==> src/rtl/pmtc_pkg.sv <==
`timescale 1ns / 1ps
// Shared types and constants for the page map with LRU translation cache.
// No dependencies; every other file imports this package.
package pmtc_pkg;

  localparam int TABLE_SLOTS      = 64;
  localparam int CACHE_ENTRIES    = 8;
  localparam int OFFSET_BITS      = 14;
  localparam int PAGE_NUMBER_BITS = 34;
  localparam int FLAG_BITS        = 8;
  localparam int PERM_BITS        = 3;
  localparam int SLOT_W           = $clog2(TABLE_SLOTS);
  localparam int CNT_W            = $clog2(TABLE_SLOTS + 1);
  localparam int CE_W             = (CACHE_ENTRIES > 1) ? $clog2(CACHE_ENTRIES) : 1;
  localparam int CFG_DATA_W       = 64;
  localparam int CFG_ADDR_W       = 4;

  typedef enum logic [1:0] {
    ACT_MAP   = 2'd0,
    ACT_UNMAP = 2'd1,
    ACT_XLATE = 2'd2,
    ACT_RSVD  = 2'd3
  } action_t;

  typedef enum logic [2:0] {
    ST_OK     = 3'd0,
    ST_SEGV   = 3'd1,
    ST_DENIED = 3'd2,
    ST_NULL   = 3'd3,
    ST_FULL   = 3'd4
  } status_t;

  localparam logic [CFG_ADDR_W-1:0] REG_MAX_PAGE = '0;

  // Controller to datapath commands.
  typedef struct packed {
    logic    load_item;
    logic    cache_touch;
    logic    cache_inval;
    logic    scan_start;
    logic    scan_run;
    logic    table_unmap;
    logic    table_map;
    logic    cache_fill;
    logic    flags_read;
    logic    out_load;
    logic    out_xl;
    status_t out_status;
  } cmd_t;

  // Datapath to controller status.
  typedef struct packed {
    action_t act;
    logic    is_null;
    logic    segv;
    logic    chit;
    logic    match;
    logic    scan_end;
    logic    free_any;
    logic    flag_ok;
    logic    out_free;
  } sts_t;

endpackage

==> src/rtl/pmtc_if.sv <==
`timescale 1ns / 1ps
// Valid/ready channel interfaces for request and result items.
// Depends on pmtc_pkg for field widths.
interface pmtc_req_if import pmtc_pkg::*; ();
  logic                        valid;
  logic                        ready;
  logic [1:0]                  action;
  logic [PAGE_NUMBER_BITS-1:0] page_number;
  logic [OFFSET_BITS-1:0]      page_offset;
  logic [FLAG_BITS-1:0]        map_flags;
  logic [PERM_BITS-1:0]        required_perm;

  modport source (output valid, action, page_number, page_offset, map_flags, required_perm,
                  input ready);
  modport sink   (input valid, action, page_number, page_offset, map_flags, required_perm,
                  output ready);
endinterface

interface pmtc_rsp_if import pmtc_pkg::*; ();
  logic                   valid;
  logic                   ready;
  logic [2:0]             status;
  logic [SLOT_W-1:0]      slot;
  logic [OFFSET_BITS-1:0] offset_out;
  logic [FLAG_BITS-1:0]   page_flags;
  logic                   cache_hit;

  modport source (output valid, status, slot, offset_out, page_flags, cache_hit,
                  input ready);
  modport sink   (input valid, status, slot, offset_out, page_flags, cache_hit,
                  output ready);
endinterface

==> src/rtl/page_map_with_lru_translation_cache.sv <==
`timescale 1ns / 1ps
// Top level of the page map with LRU translation cache.
// Depends on pmtc_pkg, pmtc_if, pmtc_ctrl and pmtc_dp.
//
// Usage:
//   in_ch  : request items (action, page_number, page_offset, map_flags,
//            required_perm), taken when valid and ready are both high.
//   out_ch : one result item per request (status, slot, offset_out,
//            page_flags, cache_hit); slot/offset/flags/hit are zero unless a
//            translate finishes with status ok.
//   APB    : register 0 (byte address 0) is max_page_number, 34 bits.
// One item is worked on at a time; ready is high only while idle.
// Path from accept to result valid:
//   - null, out-of-range or unused action: check, then the result state
//   - translate hitting the cache: check, flags read, then the result state
//   - map, unmap, translate miss: a table scan of up to 64 entries; the
//     scan reads one page-table entry per cycle from its single read port
//     and stops at the first match.
// The next item can be taken in the cycle after the result loads.
// Reset clears table and cache valid bits, restores LRU ranks to the entry
// index and sets max_page_number to all ones. A stalled receiver holds the
// result in the output register; the next item is still taken meanwhile,
// and its result waits until that register frees.
module page_map_with_lru_translation_cache import pmtc_pkg::*; (
  input  logic                   clk,
  input  logic                   rst_n,
  pmtc_req_if.sink               in_ch,
  pmtc_rsp_if.source             out_ch,
  input  logic                   psel,
  input  logic                   penable,
  input  logic                   pwrite,
  input  logic [CFG_ADDR_W-1:0]  paddr,
  input  logic [CFG_DATA_W-1:0]  pwdata,
  output logic [CFG_DATA_W-1:0]  prdata,
  output logic                   pready
);

  logic [PAGE_NUMBER_BITS-1:0] max_page_r;
  logic                        idle;
  logic                        in_fire;
  cmd_t                        cmd;
  sts_t                        sts;

  // Configuration register: written on the access phase when paddr[3] is 0 (register 0).
  always_ff @(posedge clk) begin
    if (!rst_n) begin
      max_page_r <= '1;
    end else if (psel && penable && pwrite && (paddr[CFG_ADDR_W-1] == REG_MAX_PAGE[CFG_ADDR_W-1])) begin
      max_page_r <= pwdata[PAGE_NUMBER_BITS-1:0];
    end
  end

  assign pready = 1'b1;
  assign prdata = (paddr[CFG_ADDR_W-1] == REG_MAX_PAGE[CFG_ADDR_W-1]) ?
                  CFG_DATA_W'(max_page_r) : '0;

  // Take a new item only when the sequencer is idle.
  assign in_ch.ready = idle;
  assign in_fire     = in_ch.valid && idle;

  pmtc_ctrl u_ctrl (
    .clk     (clk),
    .rst_n   (rst_n),
    .in_fire (in_fire),
    .idle    (idle),
    .sts     (sts),
    .cmd     (cmd)
  );

  pmtc_dp u_dp (
    .clk        (clk),
    .rst_n      (rst_n),
    .cmd        (cmd),
    .sts        (sts),
    .max_page   (max_page_r),
    .in_action  (in_ch.action),
    .in_page    (in_ch.page_number),
    .in_offs    (in_ch.page_offset),
    .in_mflags  (in_ch.map_flags),
    .in_perm    (in_ch.required_perm),
    .out_valid  (out_ch.valid),
    .out_ready  (out_ch.ready),
    .out_status (out_ch.status),
    .out_slot   (out_ch.slot),
    .out_offs   (out_ch.offset_out),
    .out_flags  (out_ch.page_flags),
    .out_hit    (out_ch.cache_hit)
  );

endmodule

==> src/rtl/pmtc_ctrl.sv <==
`timescale 1ns / 1ps
// Sequencing state machine for map, unmap and translate items.
// Depends on pmtc_pkg; drives pmtc_dp through cmd_t and reads sts_t.
module pmtc_ctrl import pmtc_pkg::*; (
  input  logic clk,
  input  logic rst_n,
  input  logic in_fire,
  output logic idle,
  input  sts_t sts,
  output cmd_t cmd
);

  typedef enum logic [4:0] {
    S_IDLE  = 5'b00001,
    S_CHECK = 5'b00010,
    S_SCAN  = 5'b00100,
    S_FREAD = 5'b01000,
    S_RESP  = 5'b10000
  } state_t;

  state_t  state_r, state_nxt;
  status_t st_r, st_nxt;
  logic    xl_r, xl_nxt;

  assign idle = (state_r == S_IDLE);

  always_comb begin
    state_nxt = state_r;
    st_nxt    = st_r;
    xl_nxt    = xl_r;
    cmd       = '0;
    cmd.out_status = ST_OK;
    unique case (state_r)
      S_IDLE: begin
        if (in_fire) begin
          cmd.load_item = 1'b1;
          xl_nxt        = 1'b0;
          state_nxt     = S_CHECK;
        end
      end
      S_CHECK: begin
        priority if (sts.act == ACT_XLATE && sts.is_null) begin
          st_nxt = ST_NULL;  state_nxt = S_RESP;
        end else if (sts.act == ACT_RSVD) begin
          st_nxt = ST_OK;    state_nxt = S_RESP;
        end else if (sts.segv) begin
          st_nxt = ST_SEGV;  state_nxt = S_RESP;
        end else if (sts.act == ACT_XLATE && sts.chit) begin
          cmd.cache_touch = 1'b1;
          state_nxt       = S_FREAD;
        end else begin
          cmd.cache_inval = (sts.act == ACT_UNMAP);
          cmd.scan_start  = 1'b1;
          state_nxt       = S_SCAN;
        end
      end
      S_SCAN: begin
        cmd.scan_run = 1'b1;
        priority if (sts.match) begin
          st_nxt = ST_OK;
          priority if (sts.act == ACT_UNMAP) begin
            cmd.table_unmap = 1'b1;
            state_nxt       = S_RESP;
          end else if (sts.act == ACT_XLATE) begin
            cmd.cache_fill = 1'b1;
            state_nxt      = S_FREAD;
          end else begin
            state_nxt = S_RESP;
          end
        end else if (sts.scan_end) begin
          state_nxt = S_RESP;
          priority if (sts.act == ACT_MAP) begin
            cmd.table_map = sts.free_any;
            st_nxt        = sts.free_any ? ST_OK : ST_FULL;
          end else if (sts.act == ACT_XLATE) begin
            st_nxt = ST_SEGV;
          end else begin
            st_nxt = ST_OK;
          end
        end else begin
          state_nxt = S_SCAN;
        end
      end
      S_FREAD: begin
        cmd.flags_read = 1'b1;
        xl_nxt         = 1'b1;
        state_nxt      = S_RESP;
      end
      S_RESP: begin
        if (sts.out_free) begin
          cmd.out_load   = 1'b1;
          cmd.out_xl     = xl_r;
          cmd.out_status = xl_r ? (sts.flag_ok ? ST_OK : ST_DENIED) : st_r;
          state_nxt      = S_IDLE;
        end
      end
      default: state_nxt = S_IDLE;
    endcase
  end

  always_ff @(posedge clk) begin
    if (!rst_n) begin
      state_r <= S_IDLE;
      st_r    <= ST_OK;
      xl_r    <= 1'b0;
    end else begin
      state_r <= state_nxt;
      st_r    <= st_nxt;
      xl_r    <= xl_nxt;
    end
  end

endmodule

==> src/rtl/pmtc_dp.sv <==
`timescale 1ns / 1ps
// Datapath: item registers, page table memories, translation cache, LRU, result register.
// Depends on pmtc_pkg; controlled by pmtc_ctrl.
module pmtc_dp import pmtc_pkg::*; (
  input  logic                        clk,
  input  logic                        rst_n,
  input  cmd_t                        cmd,
  output sts_t                        sts,
  input  logic [PAGE_NUMBER_BITS-1:0] max_page,
  input  logic [1:0]                  in_action,
  input  logic [PAGE_NUMBER_BITS-1:0] in_page,
  input  logic [OFFSET_BITS-1:0]      in_offs,
  input  logic [FLAG_BITS-1:0]        in_mflags,
  input  logic [PERM_BITS-1:0]        in_perm,
  output logic                        out_valid,
  input  logic                        out_ready,
  output logic [2:0]                  out_status,
  output logic [SLOT_W-1:0]           out_slot,
  output logic [OFFSET_BITS-1:0]      out_offs,
  output logic [FLAG_BITS-1:0]        out_flags,
  output logic                        out_hit
);

  // Item registers
  action_t                     act_r;
  logic [PAGE_NUMBER_BITS-1:0] page_r;
  logic [OFFSET_BITS-1:0]      offs_r;
  logic [FLAG_BITS-1:0]        mflags_r;
  logic [PERM_BITS-1:0]        perm_r;
  logic                        hit_r;
  logic [SLOT_W-1:0]           slot_r;

  // Page table
  logic [PAGE_NUMBER_BITS-1:0] page_mem [TABLE_SLOTS];
  logic [FLAG_BITS-1:0]        flags_mem [TABLE_SLOTS];
  logic [TABLE_SLOTS-1:0]      tvalid_r;
  logic [CNT_W-1:0]            cnt_r;
  logic [PAGE_NUMBER_BITS-1:0] rd_page_r;
  logic [SLOT_W-1:0]           rd_idx_r;
  logic                        rd_vld_r;
  logic [FLAG_BITS-1:0]        rd_flags_r;
  logic                        scan_issue;
  logic [SLOT_W-1:0]           free_idx;

  // Translation cache
  logic                        cvalid_r [CACHE_ENTRIES];
  logic [PAGE_NUMBER_BITS-1:0] cpage_r  [CACHE_ENTRIES];
  logic [SLOT_W-1:0]           cslot_r  [CACHE_ENTRIES];
  logic [CE_W-1:0]             rank_r   [CACHE_ENTRIES];
  logic [CE_W-1:0]             rank_nxt [CACHE_ENTRIES];
  logic [CE_W-1:0]             hit_idx, victim, touch_e, touch_rank;
  logic                        chit, any_free_c;

  // Result register
  logic                        out_valid_r;
  logic [2:0]                  out_status_r;
  logic [SLOT_W-1:0]           out_slot_r;
  logic [OFFSET_BITS-1:0]      out_offs_r;
  logic [FLAG_BITS-1:0]        out_flags_r;
  logic                        out_hit_r;

  assign scan_issue = cmd.scan_run && (cnt_r < CNT_W'(TABLE_SLOTS));

  always_comb begin
    free_idx = '0;
    for (int i = TABLE_SLOTS - 1; i >= 0; i--) begin
      if (!tvalid_r[i]) free_idx = SLOT_W'(i);
    end
  end

  always_comb begin
    chit    = 1'b0;
    hit_idx = '0;
    for (int k = CACHE_ENTRIES - 1; k >= 0; k--) begin
      if (cvalid_r[k] && cpage_r[k] == page_r) begin
        chit    = 1'b1;
        hit_idx = CE_W'(k);
      end
    end
  end

  // Victim: lowest invalid entry, else the entry of highest rank.
  always_comb begin
    logic [CE_W-1:0] oldest;
    oldest     = '0;
    victim     = '0;
    any_free_c = 1'b0;
    for (int k = CACHE_ENTRIES - 1; k >= 0; k--) begin
      if (rank_r[k] == CE_W'(CACHE_ENTRIES - 1)) oldest = CE_W'(k);
      if (!cvalid_r[k]) begin
        any_free_c = 1'b1;
        victim     = CE_W'(k);
      end
    end
    if (!any_free_c) victim = oldest;
  end

  // Move the touched entry to rank 0, age the younger ones.
  always_comb begin
    touch_e    = cmd.cache_fill ? victim : hit_idx;
    touch_rank = rank_r[touch_e];
    for (int k = 0; k < CACHE_ENTRIES; k++) begin
      rank_nxt[k] = (rank_r[k] < touch_rank) ? rank_r[k] + CE_W'(1) : rank_r[k];
    end
    rank_nxt[touch_e] = '0;
  end

  always_comb begin
    sts          = '0;
    sts.act      = act_r;
    sts.is_null  = (page_r == '0) && (offs_r == '0);
    sts.segv     = (page_r > max_page);
    sts.chit     = chit;
    sts.match    = rd_vld_r && tvalid_r[rd_idx_r] && (rd_page_r == page_r);
    sts.scan_end = rd_vld_r && (rd_idx_r == SLOT_W'(TABLE_SLOTS - 1));
    sts.free_any = ~&tvalid_r;
    sts.flag_ok  = ((rd_flags_r[PERM_BITS-1:0] & perm_r) == perm_r);
    sts.out_free = !out_valid_r || out_ready;
  end

  always_ff @(posedge clk) begin
    if (cmd.load_item) begin
      act_r    <= action_t'(in_action);
      page_r   <= in_page;
      offs_r   <= in_offs;
      mflags_r <= in_mflags;
      perm_r   <= in_perm;
      hit_r    <= 1'b0;
    end
    if (cmd.cache_touch) begin
      hit_r  <= 1'b1;
      slot_r <= cslot_r[hit_idx];
    end
    if (cmd.cache_fill) slot_r <= rd_idx_r;
    if (cmd.table_map) begin
      page_mem[free_idx]  <= page_r;
      flags_mem[free_idx] <= mflags_r;
    end
    if (scan_issue) begin
      rd_page_r <= page_mem[cnt_r[SLOT_W-1:0]];
      rd_idx_r  <= cnt_r[SLOT_W-1:0];
    end
    if (cmd.flags_read) rd_flags_r <= flags_mem[slot_r];
    if (cmd.cache_fill) begin
      cpage_r[victim] <= page_r;
      cslot_r[victim] <= rd_idx_r;
    end
    if (cmd.out_load) begin
      out_status_r <= cmd.out_status;
      if (cmd.out_xl && cmd.out_status == ST_OK) begin
        out_slot_r  <= slot_r;
        out_offs_r  <= offs_r;
        out_flags_r <= rd_flags_r;
        out_hit_r   <= hit_r;
      end else begin
        out_slot_r  <= '0;
        out_offs_r  <= '0;
        out_flags_r <= '0;
        out_hit_r   <= 1'b0;
      end
    end
  end

  always_ff @(posedge clk) begin
    if (!rst_n) begin
      tvalid_r    <= '0;
      cnt_r       <= '0;
      rd_vld_r    <= 1'b0;
      out_valid_r <= 1'b0;
      for (int k = 0; k < CACHE_ENTRIES; k++) begin
        cvalid_r[k] <= 1'b0;
        rank_r[k]   <= CE_W'(k);
      end
    end else begin
      rd_vld_r <= scan_issue;
      if (cmd.scan_start) cnt_r <= '0;
      else if (scan_issue) cnt_r <= cnt_r + CNT_W'(1);
      if (cmd.table_map) tvalid_r[free_idx] <= 1'b1;
      if (cmd.table_unmap) tvalid_r[rd_idx_r] <= 1'b0;
      if (cmd.cache_inval && chit) cvalid_r[hit_idx] <= 1'b0;
      if (cmd.cache_fill) cvalid_r[victim] <= 1'b1;
      if (cmd.cache_touch || cmd.cache_fill) begin
        for (int k = 0; k < CACHE_ENTRIES; k++) rank_r[k] <= rank_nxt[k];
      end
      if (cmd.out_load) out_valid_r <= 1'b1;
      else if (out_ready) out_valid_r <= 1'b0;
    end
  end

  assign out_valid  = out_valid_r;
  assign out_status = out_status_r;
  assign out_slot   = out_slot_r;
  assign out_offs   = out_offs_r;
  assign out_flags  = out_flags_r;
  assign out_hit    = out_hit_r;

endmodule

==> src/flat_wrapper.sv <==
// flat-port wrapper written by rule: the top's interface ports become plain ports
module page_map_with_lru_translation_cache_flat import pmtc_pkg::*;
  (clk, rst_n, psel, penable, pwrite, paddr, pwdata, prdata, pready, in_ch_valid, in_ch_action, in_ch_page_number, in_ch_page_offset, in_ch_map_flags, in_ch_required_perm, in_ch_ready, out_ch_valid, out_ch_status, out_ch_slot, out_ch_offset_out, out_ch_page_flags, out_ch_cache_hit, out_ch_ready);
  pmtc_req_if in_ch_i ();
  pmtc_rsp_if out_ch_i ();
  input  logic clk;
  input  logic rst_n;
  input  logic psel;
  input  logic penable;
  input  logic pwrite;
  input  logic [CFG_ADDR_W-1:0] paddr;
  input  logic [CFG_DATA_W-1:0] pwdata;
  output logic [CFG_DATA_W-1:0] prdata;
  output logic pready;
  input wire logic [$bits(in_ch_i.valid)-1:0] in_ch_valid;
  input wire logic [$bits(in_ch_i.action)-1:0] in_ch_action;
  input wire logic [$bits(in_ch_i.page_number)-1:0] in_ch_page_number;
  input wire logic [$bits(in_ch_i.page_offset)-1:0] in_ch_page_offset;
  input wire logic [$bits(in_ch_i.map_flags)-1:0] in_ch_map_flags;
  input wire logic [$bits(in_ch_i.required_perm)-1:0] in_ch_required_perm;
  output wire logic [$bits(in_ch_i.ready)-1:0] in_ch_ready;
  output wire logic [$bits(out_ch_i.valid)-1:0] out_ch_valid;
  output wire logic [$bits(out_ch_i.status)-1:0] out_ch_status;
  output wire logic [$bits(out_ch_i.slot)-1:0] out_ch_slot;
  output wire logic [$bits(out_ch_i.offset_out)-1:0] out_ch_offset_out;
  output wire logic [$bits(out_ch_i.page_flags)-1:0] out_ch_page_flags;
  output wire logic [$bits(out_ch_i.cache_hit)-1:0] out_ch_cache_hit;
  input wire logic [$bits(out_ch_i.ready)-1:0] out_ch_ready;
  assign in_ch_i.valid = in_ch_valid;
  assign in_ch_i.action = in_ch_action;
  assign in_ch_i.page_number = in_ch_page_number;
  assign in_ch_i.page_offset = in_ch_page_offset;
  assign in_ch_i.map_flags = in_ch_map_flags;
  assign in_ch_i.required_perm = in_ch_required_perm;
  assign in_ch_ready = in_ch_i.ready;
  assign out_ch_valid = out_ch_i.valid;
  assign out_ch_status = out_ch_i.status;
  assign out_ch_slot = out_ch_i.slot;
  assign out_ch_offset_out = out_ch_i.offset_out;
  assign out_ch_page_flags = out_ch_i.page_flags;
  assign out_ch_cache_hit = out_ch_i.cache_hit;
  assign out_ch_i.ready = out_ch_ready;
  page_map_with_lru_translation_cache u_core (.clk(clk), .rst_n(rst_n), .in_ch(in_ch_i), .out_ch(out_ch_i), .psel(psel), .penable(penable), .pwrite(pwrite), .paddr(paddr), .pwdata(pwdata), .prdata(prdata), .pready(pready));
endmodule
==> config.mk <==
export PLATFORM = sky130hd
export DESIGN_NAME = page_map_with_lru_translation_cache_flat
export DESIGN_NICKNAME = d
export VERILOG_FILES = /design/src/rtl/pmtc_pkg.sv /design/src/rtl/pmtc_if.sv /design/src/rtl/page_map_with_lru_translation_cache.sv /design/src/rtl/pmtc_ctrl.sv /design/src/rtl/pmtc_dp.sv /design/src/flat_wrapper.sv
export SDC_FILE = /design/constraint.sdc
export NUM_CORES = 2
export LEC_CHECK = 0
export ABC_AREA = 1
export BUFFER_PORTS_ARGS = -buffer_cell sky130_fd_sc_hd__buf_4
export CAP_MARGIN = 20
export CORE_MARGIN = 8
export CORE_UTILIZATION = 53
export CTS_BUF_LIST = sky130_fd_sc_hd__clkbuf_2
export CTS_CLUSTER_SIZE = 30
export DETAILED_ROUTE_END_ITERATION = 8
export PLACE_DENSITY = 0.69
export SKIP_CTS_REPAIR_TIMING = 1
export SYNTH_ARGS = -nofsm -noshare
export SYNTH_HDL_FRONTEND = slang
export SYNTH_SLANG_ARGS = --single-unit
==> constraint.sdc <==
create_clock -name clk -period 8.36 [get_ports clk]
set_clock_uncertainty 0.2 [all_clocks]
set_input_delay 0.418 -clock clk [delete_from_list [all_inputs] [get_ports clk]]
set_output_delay 0.418 -clock clk [all_outputs]
set_load 0.01 [all_outputs]
# == Yosys cells after proc, flatten, opt, wreduce, memory -nomap -nowiden ==
# Memories as Yosys holds them, arrays and structs flattened. A register that Yosys moved wholly into a read port is not among the register bits.
# Cells that the tools add are included.
# classes
add_sub_neg,9
magnitude_cmp,16
eq_ne,31
mux,201
bitwise_logic,17
reduce_logical,43
# ops
cell,count
2-to-1 mux 6 bit,66
== test 34 bit,9
2-to-1 mux 64 bit,3
2-to-1 mux 3 bit,57
AND 64 bit,1
inverter 64 bit,1
bitwise OR 64 bit,1
AND reduction 64 bit,1
2-to-1 mux 5 bit,11
2-to-1 mux 1 bit,52
greater-than comparator 34 bit,1
zero test 34 bit,1
2-to-1 mux 34 bit,1
case mux 5 bit (5 select lines),1
adder 3 x 1 -> 3 bit (second input constant),8
AND 24 bit,1
== test 3 bit (second input constant),8
logical AND 1 bit,24
< comparator 3 bit,8
inverter 24 bit,1
zero test 14 bit,1
< comparator 6 x 7 -> 1 bit (second input constant),2
demux 1 bit (select 6 bit),2
greater-or-equal comparator 6 x 1 -> 1 bit (second input constant),2
other kinds (36),54
# totals
regBits,222
ram_bits,3040
inputBits,136
output_inout_bits,99
wordCells,344
memories,6
# memory_table
name,depth,width,rd,rd_clocked_by_memory_dff,wr,line,source
u_core.u_dp.page_mem,64,34,1,1,1,pmtc_dp.sv:34,logic [PAGE_NUMBER_BITS-1:0] page_mem [TABLE_SLOTS];
u_core.u_dp.flags_mem,64,8,1,1,1,pmtc_dp.sv:35,logic [FLAG_BITS-1:0] flags_mem [TABLE_SLOTS];
u_core.u_dp.cpage_r,8,34,8,0,1,pmtc_dp.sv:47,logic [PAGE_NUMBER_BITS-1:0] cpage_r [CACHE_ENTRIES];
u_core.u_dp.cslot_r,8,6,1,0,1,pmtc_dp.sv:48,logic [SLOT_W-1:0] cslot_r [CACHE_ENTRIES];
u_core.u_dp.rank_r,8,3,9,0,8,pmtc_dp.sv:49,logic [CE_W-1:0] rank_r [CACHE_ENTRIES];
u_core.u_dp.cvalid_r,8,1,8,0,8,pmtc_dp.sv:46,logic cvalid_r [CACHE_ENTRIES];

# == Depth between registers and ports, before layout ==
# logic_depth
ltp_word,73
mapped_depth,67
ltp_nobuf,66

# == By module ==
# Synthesis repeated with hierarchy kept, for this count alone.
# hier_totals
hier_cells,10252
area_unflattened_um2,132444.5
# by_module_without_submodules
mod,n_inst,cells_per_inst,area_each_um2,seq_area_each_um2
pmtc_dp,1,9884,129969.7,97103.1
page_map_with_lru_translation_cache,1,261,1803.0,680.7
pmtc_ctrl,1,107,671.9,180.2

# == Least setup slack after synthesis ==
# OpenSTA, ideal clock, no wires.
# synth_path
path_type,flip-flop to flip-flop
start,register u_core.u_dp.page_r[19]
end,memory u_core.u_dp.rank_r[7][0] (netlist name) (data pin)
setup_time_ns,0.263
arrival_ns,5.206
required_ns,7.897
slack_ns,2.690
stages_incl_launch_ff,27
path_buffers,1
period_less_slack_ns,5.670
cell_sequence,edfxtp_1 > clkinv_1 > clkbuf_1 > nand2_1 > nand2_1 > a2111oi_0 > nand4_1 > nor3b_4 > nand3_4 > nand2_2 > inv_2 > a21oi_4 > inv_2 > nand2_1 > nor2_1 > inv_1 > o22ai_1 > or4_1 > ha_1 > o21ai_1 > inv_1 > o21ai_1 > nand2_1 > clkinv_1 > or2_2 > nand3_1 > nand2_1
# synth_lines
element,line,source
from (decl),pmtc_dp.sv:26,logic [PAGE_NUMBER_BITS-1:0] page_r;
from (signal assigned),pmtc_dp.sv:124,page_r <= in_page;
to (decl),pmtc_dp.sv:49,

==> results by group <==
Timing
  • Part of the cycle the worst path needs: 81.9%
  • Final TNS setup: 0 ns
  • Final min period: 6.85 ns
  • Final setup viols: 0
  • Hold Fails Final Rpt: 0
  • F_max: 146 MHz
  • Final max-slew violation count: 0
  • Worst-Margin Slew: 1.38 ns
  • Relative slew slack: 8.05%
  • RSZ-0062 raised after global routing: false

Routing
  • Final wirelength: 428000 um
  • DRC Markers: 0
  • ANT nets after route: 0
  • Post-DR vias/cell: 6.31
  • Via count: 96112
  • DR pass1 iterations: 9
  • Routed len/inst: 28.1 um
  • Starting DRC count in detailed routing: 15058

Placement
  • GPL Wtd Cong: 0.951
  • Placed cells: 13458
  • Port bufs: 170
  • Post-DP HPWL: 230000 um

Floorplan
  • Total core area: 249000 um2
  • Die Y: 517 um
  • Starting density of the core: 53.4%
  • Num ports: 235
  • Std-Cell Rows: 183
  • Die area: 267000 um2
  • Horiz. Die Dim: 517 um

Clock tree
  • CTS Buffer Depth: 4
  • Clock buffer count from CTS: 805
  • Clk sinks: 3304
  • CTS tree: built
  • Worst-path clk slew: 0.16 ns
  • H-tree depth: 6
  • Clk Latency, worst-skew pair: 2.14 ns
  • Root Buffer: clkbuf_2

Synthesis
  • Area of the mapped netlist: 133000 um2
  • Area fraction of the dominant cell type after synthesis: 71.9%
  • Yosys cell types: 70
  • Seq/Total Area, Yosys: 73.8%
  • Yosys reg bits: 3304
  • Area leader, netlist: edfxtp_1
  • Ys Warns: 0
  • Synth Instances: 10352
  • Largest cells by area after synthesis: edfxtp_1 (72%), o21ai_0 (5.7%), nor2_1 (4.8%)
  • Syn avg cell area: 12.8 um2
  • Post-synth EDFFs: 3179
  • Post-synth top flop: edfxtp_1
  • Synth async-reset ratio: 0%

GRT
  • First-pass GRT wire length: 591000 um
  • Largest net degree at the start of global routing: 211
  • Initial antenna violation count: 21
  • Gr ovfl total: 0
  • Vias in the first global route: 90630
  • Tot GR Track Use: 30.0%

Final layout
  • Sequential Area: 98000 um2
  • Nets: 11527
  • Area taken by multi-input logic gates: 30700 um2
  • Final core occ: 60.0%
  • Non-Filler Instances: 15235
  • Share of layout cells above drive strength 1: 15.6%
  • Area Overhead vs Synth: 12.5%
  • Layout fillers: 19181

Setup path
  • CP arrival: 8.42 ns
  • R2R cell count: 26
  • CP Capture Type: flop
  • Req. time, crit path: 9.93 ns
  • Crit start category: flop
  • Critical Path Fanout Max: 59
  • Kind of critical path: reg2reg

Pwr
  • Pwr Density: 200 nW/um2
  • Maximum vdd drop: 0.175 mV
  • Leakage: 50.8 nW

Flow run
  • Max-cap violation count: 0

Min path
  • Min-Delay Path Class: in2reg
  • Hold Path Depth: 4

Run status
  • Outcome: finished, final reports clean
-- placed cells by master (no fill, tap or decap), types with 11 or more instances in the layout --
cell | synthesis | final
a2111oi_0 | 11 | 11
a21oi_1 | 204 | 204
a221o_1 | 20 | 20
a221oi_1 | 16 | 16
a31oi_1 | 55 | 55
buf_12 | 0 | 60
buf_4 | 32 | 380
clkbuf_2 | 0 | 1160
clkinv_1 | 13 | 170
clkinv_2 | 1 | 23
clkinvlp_4 | 0 | 11
conb_1 | 2 | 31
dfxtp_1 | 125 | 120
dlygate4sd3_1 | 0 | 386
edfxtp_1 | 3179 | 3179
ha_1 | 67 | 67
inv_1 | 368 | 300
inv_2 | 24 | 98
nand2_1 | 740 | 740
nand3_1 | 255 | 255
nand4_1 | 92 | 92
nor2_1 | 1682 | 1665
nor2_4 | 0 | 13
nor3_1 | 57 | 57
nor4_1 | 37 | 37
o2111ai_1 | 43 | 43
o211ai_1 | 123 | 123
o21ai_0 | 1503 | 1503
o21ai_1 | 18 | 18
o221ai_1 | 231 | 231
o22ai_1 | 536 | 536
o31ai_1 | 20 | 20
or2_2 | 46 | 46
or4_1 | 12 | 12
xnor2_1 | 25 | 25
xor2_1 | 62 | 62
-- sequential cells by signal (all words and copies together) (netlist names), 5 cells and up --
name	count
u_core.u_ctrl.state_r	5
u_core.u_dp.cpage_r	272
u_core.u_dp.rd_idx_r	6
u_core.u_dp.page_mem	2176
u_core.u_dp.slot_r	6
u_core.max_page_r	34
u_core.u_dp.rank_r	24
u_core.u_dp.rd_flags_r	8
u_core.u_dp.out_flags	8
u_core.u_dp.offs_r	14
u_core.u_dp.cnt_r	7
u_core.u_dp.page_r	34
u_core.u_dp.flags_mem	512
u_core.u_dp.out_slot	6
u_core.u_dp.mflags_r	8
u_core.u_dp.cvalid_r	8
u_core.u_dp.cslot_r	48
u_core.u_dp.tvalid_r	64
u_core.u_dp.out_offs	14
u_core.u_dp.rd_page_r	34
-- final timing paths --
| kind | start | to | slack (ns) |
|---|---|---|---|
| worst min register to register | u_core.u_dp.tvalid_r[0] | u_core.u_dp.tvalid_r[0] | 0.30 |
| worst max-delay path | u_core.u_dp.page_r[18] | u_core.u_dp.rank_r[7][0] | 1.51 |
| worst min-delay path | in_ch_page_number[14] | u_core.u_dp.page_r[14] | 0.05 |
| worst max register to register | u_core.u_dp.page_r[18] | u_core.u_dp.rank_r[7][0] | 1.51 |
-- per-layer routing --
metal | vias to the layer above | share of wire (%) | GRT usage (%)
met5 | - | 0.053 | 0
met4 | 11 | 5.1 | 14.2
met3 | 1288 | 13 | 7.77
met2 | 6835 | 46 | 47.7
met1 | 46979 | 36 | 38.8
li1 | 40999 | - | -
-- worst max-delay path: stages, from the launching register on --
cell and delay, ns:
edfxtp_1 0.95, buf_4 0.76, xnor2_1 0.21, o211ai_1 0.12, nor4b_1 0.31, nand4_1 0.14, nor4_1 0.31, nand2b_1 0.21
nor2_1 0.07, nor3_1 0.54, nand2_2 0.10, inv_2 0.24, a21oi_4 0.06, inv_2 0.07, nor2_1 0.05, nand2_1 0.19
o22ai_1 0.09, or4_1 0.73, ha_1 0.37, o21ai_1 0.06, inv_1 0.07, o21ai_1 0.05, nand2_1 0.10, clkinv_1 0.12
or2_2 0.28, nand3_1 0.07, nand2_1 0.05
-- through the flow --
step / power (mW) / area, um2 / hold WS, ns / setup WS [ns]
2_1_floorplan: 19.2 / 133000 / 0.206 / 2.69
4_1_cts: 29.8 / 145000 / -1.98 / 1.71
5_1_grt: 30.8 / 149000 / -0.0226 / 0.988
6_report: 29.9 / 149000 / 0.0528 / 1.51
3_3_place_gp: 19.6 / 139000 / 0.266 / 1.65
3_5_place_dp: 19.6 / 139000 / 0.269 / 1.71
-- cell families (layout without fill, tap and decap cells) --
group                      Yosys count  after routing  share of synthesized area (%)
AOI/OAI and AO/OA                 2834           2834                           12.6
xor gates and xnor gates            87             87                          0.574
adders and majority gates           67             67                          0.631
buffers and inverters             1103           2617                           3.25
DFF                               3304           3304                           73.8
other                                2             41                        0.00566
and+or+nand+nor                   2955           2955                           9.17
-- area by class of cell --
class,count,share of cell area [%]
timing repair buffer,830,5.33
clock buffer,1159,3.88
antenna,10,0.0167
sequential,3304,65.6
clock inverter,219,0.778
multi-input combinational,5974,20.6
tap,3330,2.79
inverter,409,1.06
-- Yosys cell counts (all sizes together), types with 2 or more instances --
master and n:
a32o 4, a22oi 2, nor2 1682, nor4 37
conb 2, o21bai 3, a211oi 7, xnor2 25
a2111oi 11, dfxtp 125, o41ai 4, o22ai 539
a2111o 3, clkinv 14, o221ai 231, nand4 93
nand3 256, o21ai 1527, nor4b 4, a21boi 2
or4 12, o32ai 3, xor2 62, nor3 65
o2111ai 43, a221o 20, clkbuf 613, nand2 746
or2 48, and3 3, ha 67, inv 395
a21oi 205, buf 81, nor3b 4, a31oi 55
o211ai 123, a311oi 4, o311ai 2, edfxtp 3179
o311a 2, o31ai 20, o21a 4, nand3b 2
a221oi 17
-- power breakdown --
group          total, mW  internal [mW]  switching (mW)
combinational       1.14          0.307           0.834
sequential          18.3           18.3          0.0409
clock               10.4           3.98            6.45
total               29.9           22.6            7.32
No activity file was read; power rests on OpenSTA's default activity.
